<file path="config.mk">
export PLATFORM = sky130hd
export DESIGN_NAME = atd_cfg_regs
export DESIGN_NICKNAME = d
export VERILOG_FILES = /design/src/atd_pkg.sv /design/src/atd_cfg_regs.sv
export SDC_FILE = /design/constraint.sdc
export NUM_CORES = 1
export LEC_CHECK = 0
export CAP_MARGIN = 20
export CORE_AREA = 2 2 63 65
export CTS_CLUSTER_SIZE = 28
export DETAILED_ROUTE_END_ITERATION = 16
export DIE_AREA = 0 0 65 67
export DONT_BUFFER_PORTS = 1
export GPL_TIMING_DRIVEN = 0
export HOLD_SLACK_MARGIN = 0.02
export PLACE_DENSITY = 0.69
export SLEW_MARGIN = 20
export SYNTH_ARGS = -nofsm -noshare
export SYNTH_HDL_FRONTEND = slang
export SYNTH_SLANG_ARGS = --single-unit
</file>
<file path="constraint.sdc">
create_clock -name clk -period 2.6 [get_ports clk]
set_clock_uncertainty 0.05 [all_clocks]
set_input_delay 0.26 -clock clk [delete_from_list [all_inputs] [get_ports clk]]
set_output_delay 0.26 -clock clk [all_outputs]
set_load 0.005 [all_outputs]
</file>
<file path="src/atd_pkg.sv">
// ----------------------------------------------------------------------------
// atd_pkg
// Shared types and constants of the activation table with decay.
// ----------------------------------------------------------------------------
package atd_pkg;

    // input command codes
    localparam logic CMD_ACTIVATE = 1'b0;
    localparam logic CMD_DECAY    = 1'b1;

    // result status codes
    localparam logic [1:0] ST_HIT     = 2'd0;
    localparam logic [1:0] ST_INSERT  = 2'd1;
    localparam logic [1:0] ST_EVICT   = 2'd2;
    localparam logic [1:0] ST_DECAYED = 2'd3;

    // configuration register map (word index = paddr[2])
    localparam int         APB_ADDR_W = 3;
    localparam logic       REG_DECAY  = 1'b0;
    localparam logic       REG_THRESH = 1'b1;

    localparam logic [15:0] DECAY_RESET  = 16'd58982;
    localparam logic [15:0] THRESH_RESET = 16'd3277;
    localparam logic [15:0] LEVEL_MAX    = 16'hFFFF;

    typedef struct packed {
        logic [15:0] decay_factor;
        logic [15:0] drop_threshold;
    } cfg_t;

endpackage

</file>
<file path="src/atd_cfg_regs.sv">
// ----------------------------------------------------------------------------
// atd_cfg_regs
// APB-style configuration registers: decay factor and drop threshold.
// ----------------------------------------------------------------------------
module atd_cfg_regs
    import atd_pkg::*;
(
    input  logic                  clk,
    input  logic                  rst_n,
    input  logic                  psel,
    input  logic                  penable,
    input  logic                  pwrite,
    input  logic [APB_ADDR_W-1:0] paddr,
    input  logic [31:0]           pwdata,
    output logic [31:0]           prdata,
    output logic                  pready,
    output cfg_t                  cfg
);

    logic [15:0] decay_reg;
    logic [15:0] thresh_reg;
    logic        wr_en;

    // low address bits are ignored; word index is bit 2
    assign wr_en  = psel && penable && pwrite;
    assign pready = 1'b1;

    always_ff @(posedge clk or negedge rst_n)
    begin
        if (!rst_n)
        begin
            decay_reg  <= DECAY_RESET;
            thresh_reg <= THRESH_RESET;
        end
        else if (wr_en)
        begin
            case (paddr[2])
                REG_DECAY:  decay_reg  <= pwdata[15:0];
                REG_THRESH: thresh_reg <= pwdata[15:0];
                default:    ;
            endcase
        end
    end

    always_comb
    begin
        case (paddr[2])
            REG_DECAY:  prdata = {16'd0, decay_reg};
            REG_THRESH: prdata = {16'd0, thresh_reg};
            default:    prdata = 32'd0;
        endcase
    end

    assign cfg.decay_factor   = decay_reg;
    assign cfg.drop_threshold = thresh_reg;

endmodule

</file>
==> results of run 1 <==
==> layer usage <==
layer	part of all wire, %	vias up	track usage, %
li1	-	377	-
met1	37	433	15.78
met3	9.0	2	7.264
met2	53	43	23.32
met4	1.2	0	7.181
met5	0	-	0
==> cell type report <==
| type | count | area (um2) | area share (%) |
|---|---|---|---|
| buffer | 21 | 166.4 | 8.974 |
| sequential | 32 | 820.8 | 44.26 |
| clock buffer | 8 | 90.09 | 4.858 |
| multi-input combinational | 67 | 686.9 | 37.04 |
| timing repair buffer | 2 | 30.03 | 1.619 |
| tap | 48 | 60.06 | 3.239 |
==> Yosys cell counts, drive strengths merged <==
master,count,area (um2)
nand4b,1,23.77
buf,21,166.4
dfstp,16,420.4
mux2,48,578.1
conb,2,7.510
nand4,1,21.27
dfrtp,16,400.4
==> worst min path at each step <==
stage,startpoint,end,depth (start not counted)
after floorplan,rst_n,decay_reg[0],0
after global placement,rst_n,thresh_reg[5],0
after detailed placement,rst_n,thresh_reg[5],0
after CTS,pwdata[5],decay_reg[5],1
after global routing,pwdata[2],decay_reg[2],1
final,pwdata[3],decay_reg[3],1
==> per-stage QoR <==
step / hold WS (ns) / instances / utilization, % / cell area (um2)
after floorplan: -0.08559 / 120 / - / 1674
after global placement: -0.08471 / 168 / 48.09 / 1734
after detailed placement: -0.08448 / 168 / 48.09 / 1734
after CTS: 0.07152 / 178 / 51.42 / 1854
after global routing: 0.06416 / 178 / 51.42 / 1854
final: 0.08379 / 178 / 51.42 / 1854
==> where the power goes <==
group	total (mW)	internal [mW]	switching [mW]
registers	0.759	0.651	0.107
clock network	0.375	0.215	0.159
logic	0.262	0.174	0.0880
==> what timing repair did <==
item | in CTS | in global routing
setup buffers | 0 | 0
hold endpoints to repair | 32 | 0
hold buffers | 2 | 0
==> cells by family after synthesis <==
logic type | synth area share [%]
muxes | 35.73
buffers and inverters | 10.29
and+or+nand+nor | 2.784
other | 0.4642
DFF | 50.73
==> summary.md, run 1 <==
| Metric | Value |
|---|---|
| DRT Pass-1 Iters | `3` |
| TNS Setup | `0 ns` |
| Setup violators final | `0` |
| Final Routed Wirelength | `2936 um` |
| Tmin final | `1.358 ns` |
| Worst EP arrival | `1.05 ns` |
| Core area | `3606 um2` |
| Dpl ws | `1.228 ns` |
| IO buf count | `0` |
| CTS resizes | `0` |
| FF-to-FF path depth | `1` |
| Wirelength per Cell | `16.49 um` |
| Sequential-to-total area share from yosys stat | `50.73%` |
| Status | `finished clean` |
| Gr usage total | `between 10 and 15%` |
| Buf+Inv Stages, Crit Path | `2` |
| Congestion Overflow GR | `0` |
| Vias in the first global route | `roughly 880` |
| Reg2reg setup slack | `between 1.5 and 2 ns` |
| Reg-to-reg endpoint | `thresh_reg[12]` |
| Final nets | `169` |
| Worst skew pair latency | `~0.27 ns` |
| Root buffer cell | `clkbuf_8` |
| CP Launch Type | `input port` |
| DR vias/cell | `4.803` |
| Warnings from Yosys | `0` |
| Htree depth | `2` |
| Cell at the slowest stage of the critical path | `mux2_2` |
| Initial antenna violation count | `0` |
| Post-synthesis cell count | `105` |
| CP Cell Sequence | `buf_6, buf_2, mux2_2` |
| FILL cells | `just over 300` |
| Final hold vios | `0` |
| GPL Wtd Cong | `around 0.65` |
| Count of pins over their slew limit | `0` |
| Cell Area, Synth | `about 1600 um2` |
| Total number of vias | `~860` |
| Clock Path Buffers | `2` |
| First-pass GRT wire length | `between 4000 and 5000 um` |
| Die Wd | `65 um` |
| DRC viols | `0` |
| Final Cycle Share | `52.22%` |
| Post-route antenna net violation count | `0` |
| Share of layout cells above drive strength 1 | `between 70 and 80%` |
| Final WS setup | `approximately 1.2 ns` |
| Initial Utilization | `approximately 45%` |
| VDD IR max | `274.9 uV` |
| CP startpoint | `paddr[2]` |
| Commonest non-fill, non-tap cell in the layout | `mux2_2` |
| Crit Path Class | `input port to output port` |
| FP Rows | `22` |
| Crit Path Max Fanout | `10` |
| Clock edge transition at the registers on the reported setup and hold paths | `about 0.060 ns` |
| Layout area overhead | `14.62%` |
| CP peak stage delay | `0.39 ns` |
| Critical Path End | `prdata[9]` |
| Leakage Power | `0.8662 nW` |
| Hold Crit Class | `input port to register` |
| I/O pin cnt | `105` |
| Initial DRC Count | `26` |
| Synth Area per Inst | `15.41 um2` |
| Total design power | `1.396 mW` |
| R2R Path Start | `thresh_reg[12]` |
| Unique cell type count in the Yosys netlist | `10` |
| Critical path's top delay family | `buffers and inverters` |
| Die Ht | `about 67 um` |
| Antenna fix cells | `0` |
| Die area | `4355 um2` |
| Unrepaired setup endpoints after global routing | `false` |
| Crit end category | `output port` |
| #FFs+latches synth | `32` |
| Power Dens Cells | `roughly 750 nW/um2` |
| Req. time, crit path | `2.29 ns` |
| Most frequent cells in the layout | `mux2_2, buf_4, conb_1` |
| Pin count of the biggest net entering global routing | `33` |
| Max Cap Viol | `0` |
| Detail Placement HPWL | `2195 um` |
| Fmax | `roughly 740 MHz` |
| CTS Buf Count | `5` |
| CTS Sinks | `32` |
| CTS tree | `done` |
| CP Depth | `3` |
Power figures use the tool's default switching activity.
==> run 2: changes to the inputs <==
--- a/config.mk
+++ b/config.mk
@@ -13,7 +13,7 @@
 export DONT_BUFFER_PORTS = 1
 export GPL_TIMING_DRIVEN = 0
 export HOLD_SLACK_MARGIN = 0.02
-export PLACE_DENSITY = 0.69
+export PLACE_DENSITY = 0.71
 export SLEW_MARGIN = 20
 export SYNTH_ARGS = -nofsm -noshare
 export SYNTH_HDL_FRONTEND = slang
==> constraint.sdc (replaced) <==
create_clock -name clk -period 1.2 [get_ports clk]
set_clock_uncertainty 0.05 [all_clocks]
set_input_delay 0.12 -clock clk [delete_from_list [all_inputs] [get_ports clk]]
set_output_delay 0.12 -clock clk [all_outputs]
set_load 0.005 [all_outputs]
==> summary.md, run 2 (same netlist as run 1, synthesis figures left out) <==
| Metric | Value |
|---|---|
| CP startpoint | `thresh_reg[11] (was paddr[2])` |
| Clock edge transition at the registers on the reported setup and hold paths | `0.06 ns (about the same)` |
| Fmax | `roughly 860 MHz` |
| Core area | `3606 um2 (unchanged)` |
| I/O pin cnt | `105 (unchanged)` |
| Reg-to-reg endpoint | `decay_reg[3] (was thresh_reg[12])` |
| Initial antenna violation count | `0 (unchanged)` |
| CTS resizes | `0 (unchanged)` |
| Worst EP arrival | `0.99 ns (was 1.05 ns)` |
| Die area | `4355 um2 (unchanged)` |
| Detail Placement HPWL | `2273 um (was 2195 um)` |
| Max Cap Viol | `0 (unchanged)` |
| Initial DRC Count | `31 (was 26)` |
| Critical Path End | `prdata[11] (was prdata[9])` |
| Hold Crit Class | `input port to register (unchanged)` |
| Most frequent cells in the layout | `mux2_2, buf_4, conb_1, dlygate4sd3_1 (was mux2_2, buf_4, conb_1)` |
| Buf+Inv Stages, Crit Path | `0 (was 2)` |
| CTS tree | `done (unchanged)` |
| Layout area overhead | `24.52% (was 14.62%)` |
| Tmin final | `1.164 ns` |
| Setup Fix Bufs, Post-CTS | `0 (unchanged)` |
| CP Cell Sequence | `mux2_2 (was buf_6, buf_2, mux2_2)` |
| Htree depth | `2 (unchanged)` |
| Congestion Overflow GR | `0 (unchanged)` |
| Root buffer cell | `clkbuf_8 (unchanged)` |
| Multi-input gate area | `686.9 um2 (unchanged)` |
| Wirelength per Cell | `16.76 um (was 16.49 um)` |
| CP Launch Type | `register (was input port)` |
| Gr usage total | `16.32% (was 14.49%)` |
| Commonest non-fill, non-tap cell in the layout | `mux2_2 (unchanged)` |
| CTS Buf Count | `5 (unchanged)` |
| CTS Sinks | `32 (unchanged)` |
| DRC viols | `0 (unchanged)` |
| FP Rows | `22 (unchanged)` |
| Vias in the first global route | `1010 (was 878)` |
| DR vias/cell | `4.830 (was 4.803)` |
| Post-route antenna net violation count | `0 (unchanged)` |
| Setup violators final | `0 (unchanged)` |
| Critical hold path startpoint | `penable (was pwdata[3])` |
| Count of pins over their slew limit | `0 (unchanged)` |
| Antenna fix cells | `0 (unchanged)` |
| Die Wd | `65 um (unchanged)` |
| Share of layout cells above drive strength 1 | `64.38% (was 72.31%)` |
| Hold_buf cts | `18 (was 2)` |
| Final Routed Wirelength | `3252 um (was 2936 um)` |
| VDD IR max | `684.2 uV (was 274.9 uV)` |
| Total design power | `3.094 mW (was 1.396 mW)` |
| R2R Path Start | `decay_reg[3] (was thresh_reg[12])` |
| Req. time, crit path | `1.03 ns (was 2.29 ns)` |
| Pin count of the biggest net entering global routing | `33 (unchanged)` |
| Register area | `820.8 um2 (unchanged)` |
| Leakage Power | `0.9331 nW (was 0.8662 nW)` |
| FF-to-FF path depth | `1 (unchanged)` |
| Final Cycle Share | `97.02%` |
| GPL Wtd Cong | `0.6044 (was 0.6538)` |
| CP peak stage delay | `0.56 ns (was 0.39 ns)` |
| Total number of vias | `937 (was 855)` |
| Critical path's top delay family | `flip-flops (was buffers and inverters)` |
| CP Depth | `1 (was 3)` |
| Crit Path Max Fanout | `3 (was 10)` |
| First-pass GRT wire length | `5161 um (was 4498 um)` |
| Clock Path Buffers | `2 (unchanged)` |
| Worst skew pair latency | `0.27 ns (about the same)` |
| Crit end category | `output port (unchanged)` |
| Power Dens Cells | `1536 nW/um2 (was 752.7 nW/um2)` |
| Cell at the slowest stage of the critical path | `dfstp_2 (was mux2_2)` |
| Final nets | `185 (was 169)` |
| Die Ht | `67 um (unchanged)` |
| Crit Path Class | `register to output port (was input port to output port)` |
| DRT Pass-1 Iters | `2 (was 3)` |
| Final hold vios | `0 (unchanged)` |
| Reg2reg setup slack | `0.34 ns (was 1.75 ns)` |
| Final Util | `55.86% (was 51.42%)` |
| Initial Utilization | `44.86% (unchanged)` |
| Status | `finished clean (unchanged)` |
| Unrepaired setup endpoints after global routing | `false (unchanged)` |
| IO buf count | `0 (unchanged)` |
| FILL cells | `317 (was 306)` |
-- run 2: per-stage QoR --
stage | std cells | worst slack [ns] | hold slack [ns] | area (um2) | setup TNS [ns]
3_5_place_dp | 168 | -0.04789 | -0.2248 | 1734 | -0.2246
6_report | 194 | 0.03578 | 0.1114 | 2014 | 0
4_1_cts | 194 | 0.01671 | 0.1054 | 2014 | 0
5_1_grt | 194 | 0.002785 | 0.1190 | 2014 | 0
3_3_place_gp | 168 | -0.03012 | -0.2248 | 1734 | -0.1460
2_1_floorplan | 120 | 0.09661 | -0.2256 | 1674 | 0
-- run 2: cell type report --
cell class,instances,area share (%)
sequential,32,40.75
tap,48,2.981
timing repair buffer,18,9.441
multi-input combinational,67,34.10
clock buffer,8,4.472
buffer,21,8.261
-- run 2: worst min path at each step --
stage / to / cells after the start
CTS: thresh_reg[4] / 2
floorplan: decay_reg[0] / 0
global placement: thresh_reg[14] / 0
detailed placement: thresh_reg[14] / 0
finish: thresh_reg[4] / 2
global route: thresh_reg[2] / 2
-- run 2: routing by layer --
| layer | global-route usage (%) | routed length, um | vias to the layer above |
|---|---|---|---|
| li1 | - | - | 411 |
| met3 | 4.561 | 222 | 5 |
| met2 | 29.38 | 1763 | 48 |
| met1 | 17.75 | 1226 | 473 |
| met4 | 7.447 | 41 | 0 |
| met5 | 0 | 0 | - |
-- run 2: power breakdown --
part / leakage, nW / internal [mW] / switching (mW)
logic: 0.528 / 0.413 / 0.215
clock network: 0.0455 / 0.467 / 0.352
registers: 0.360 / 1.41 / 0.236
==> run 3: changes to the inputs <==
--- a/config.mk
+++ b/config.mk
@@ -6,14 +6,16 @@
 export NUM_CORES = 1
 export LEC_CHECK = 0
 export CAP_MARGIN = 20
-export CORE_AREA = 2 2 63 65
+export CORE_AREA = 2 2 67 69
 export CTS_CLUSTER_SIZE = 28
 export DETAILED_ROUTE_END_ITERATION = 16
-export DIE_AREA = 0 0 65 67
+export DIE_AREA = 0 0 69 71
 export DONT_BUFFER_PORTS = 1
 export GPL_TIMING_DRIVEN = 0
 export HOLD_SLACK_MARGIN = 0.02
-export PLACE_DENSITY = 0.71
+export PLACE_DENSITY = 0.65
+export RECOVER_POWER = 50
+export SKIP_CTS_REPAIR_TIMING = 1
 export SLEW_MARGIN = 20
 export SYNTH_ARGS = -nofsm -noshare
 export SYNTH_HDL_FRONTEND = slang
==> summary.md, run 3 (same netlist as run 1, synthesis figures left out) <==
| Metric | Value |
|---|---|
| Antenna fix cells | `0 (unchanged)` |
| Fmax | `852.8 MHz (was 858.9 MHz)` |
| Detail Placement HPWL | `2444 um (was 2273 um)` |
| Buf+Inv Stages, Crit Path | `0 (unchanged)` |
| Count of pins over their slew limit | `0 (unchanged)` |
| Share of layout cells above drive strength 1 | `63.70% (was 64.38%)` |
| First-pass GRT wire length | `5299 um (was 5161 um)` |
| GPL Wtd Cong | `0.6914 (was 0.6044)` |
| DRC viols | `0 (unchanged)` |
| CTS tree | `done (unchanged)` |
| VDD IR max | `716.3 uV (was 684.2 uV)` |
| Sw frac | `26.44% (was 25.95%)` |
| Total number of vias | `941 (was 937)` |
| TNS Setup | `0 ns (unchanged)` |
| FILL cells | `388 (was 317)` |
| FF-to-FF path depth | `1 (unchanged)` |
| Die Wd | `69 um (was 65 um)` |
| Final Cycle Share | `97.72% (was 97.02%)` |
| Htree depth | `2 (unchanged)` |
| Reg2reg setup slack | `0.34 ns (about the same)` |
| Initial Utilization | `38.48% (was 44.86%)` |
| Post-route antenna net violation count | `0 (unchanged)` |
| Core area | `4204 um2 (was 3606 um2)` |
| Max Cap Viol | `0 (unchanged)` |
| DR vias/cell | `4.753 (was 4.830)` |
| Final nets | `185 (unchanged)` |
| Placed cell area | `1739 um2 (was 1734 um2)` |
| Cell at the slowest stage of the critical path | `dfstp_2 (unchanged)` |
| Pin count of the biggest net entering global routing | `33 (unchanged)` |
| Finished Cell Area | `2023 um2 (was 2014 um2)` |
| Req. time, crit path | `1.03 ns (about the same)` |
| Most frequent cells in the layout | `mux2_2, buf_4, conb_1, dlygate4sd3_1, dfrtp_1 (was mux2_2, buf_4, conb_1, dlygate4sd3_1)` |
| Vias in the first global route | `970 (was 1010)` |
| Hold Crit Class | `input port to register (unchanged)` |
| P_int | `2.307 mW (was 2.291 mW)` |
| Die area | `4899 um2 (was 4355 um2)` |
| P_sw | `0.8295 mW (was 0.8027 mW)` |
| Leakage Power | `0.9476 nW (was 0.9331 nW)` |
| Crit Path Class | `register to output port (unchanged)` |
| Unrepaired setup endpoints after global routing | `true (was false)` |
| Slew @ Worst Pin | `0.8023 ns` |
| Layout area overhead | `25.06% (was 24.52%)` |
| IO buf count | `0 (unchanged)` |
| Part of the power in combinational logic | `20.7% (was 20.3%)` |
| FP Rows | `24 (was 22)` |
| CP Cell Sequence | `mux2_4 (was mux2_2)` |
| Relative slew slack | `a little under half` |
| Register share of total power | `52.8% (was 53.2%)` |
| Final Routed Wirelength | `3442 um (was 3252 um)` |
| Root buffer cell | `clkbuf_8 (unchanged)` |
| Tmin final | `1.173 ns (was 1.164 ns)` |
| Status | `finished clean (unchanged)` |
| Gr usage total | `13.90% (was 16.32%)` |
| CP peak stage delay | `0.56 ns (about the same)` |
| DRT Pass-1 Iters | `2 (unchanged)` |
| Worst EP arrival | `1.00 ns (was 0.99 ns)` |
| Worst skew pair latency | `0.28 ns (was 0.27 ns)` |
| CP Depth | `1 (unchanged)` |
| CTS Sinks | `32 (unchanged)` |
| CP Launch Type | `register (unchanged)` |
| Wirelength per Cell | `17.38 um (was 16.76 um)` |
| Initial DRC Count | `13 (was 31)` |
| Initial antenna violation count | `0 (unchanged)` |
| Clock group share of total power | `26.4% (was 26.5%)` |
| Clock Path Buffers | `2 (unchanged)` |
| Crit Path Max Fanout | `3 (unchanged)` |
| Die Ht | `71 um (was 67 um)` |
| Clock edge transition at the registers on the reported setup and hold paths | `0.07 ns (was 0.06 ns)` |
| Commonest non-fill, non-tap cell in the layout | `mux2_2 (unchanged)` |
| Final hold vios | `0 (unchanged)` |
| I/O pin cnt | `105 (unchanged)` |
| Congestion Overflow GR | `0 (unchanged)` |
| Setup violators final | `0 (unchanged)` |
| Critical path's top delay family | `flip-flops (unchanged)` |
| Power Dens Cells | `1550 nW/um2 (was 1536 nW/um2)` |
| WHS Path Cells | `2 (unchanged)` |
| CTS Buf Count | `5 (unchanged)` |
| Crit end category | `output port (unchanged)` |
## run 3: changes by cell type in the layout (fill, tap and decap cells not counted), sizes merged
cell	previous run	this run
buf	22	21
clkbuf	8	9
## run 3: metal layers
metal | share of wire [%] | GRT usage, % | up-vias
met2 | 53 | 24.36 | 53
met1 | 38 | 14.55 | 478
li1 | - | - | 410
met5 | 0 | 0 | -
met4 | 0 | 3.268 | 0
met3 | 9.0 | 7.835 | 0
## run 3: worst paths after layout
check,endpoint,startpoint
hold / removal,thresh_reg[4],penable
setup / recovery,prdata[2],decay_reg[2]
min in group asynchronous,decay_reg[0],rst_n
max in group asynchronous,decay_reg[7],rst_n
setup reg to reg,thresh_reg[1],thresh_reg[1]
hold reg to reg,decay_reg[11],decay_reg[11]
## run 3: power by group through the flow
stage / logic [mW] / registers [mW] / clock network, mW
2_1_floorplan: 0.497 / 1.59 / 0
3_3_place_gp: 0.534 / 1.66 / 0
3_5_place_dp: 0.557 / 1.68 / 0
4_1_cts: 0.559 / 1.66 / 0.867
5_1_grt: 0.704 / 1.70 / 0.930
6_report: 0.650 / 1.66 / 0.830
## run 3: final cells by class
cell class / count / area [um2] / area share, %
buffer: 21 / 166.4 / 8.225
clock buffer: 8 / 90.09 / 4.453
multi-input combinational: 67 / 705.7 / 34.88
sequential: 32 / 820.8 / 40.57
tap: 52 / 65.06 / 3.216
timing repair buffer: 18 / 175.2 / 8.658
## run 3: stage by stage
step,instances,total power [mW],utilization [%],setup slack (ns),hold WS [ns]
floorplan,120,2.089,-,0.09661,-0.2256
finish,198,3.137,48.13,0.02740,0.1160
detailed placement,172,2.237,41.37,-0.02493,-0.2245
global placement,172,2.190,41.37,-0.008222,-0.2247
global route,198,3.332,48.13,-0.009212,0.1130
CTS,180,3.089,43.51,-0.002228,-0.5279
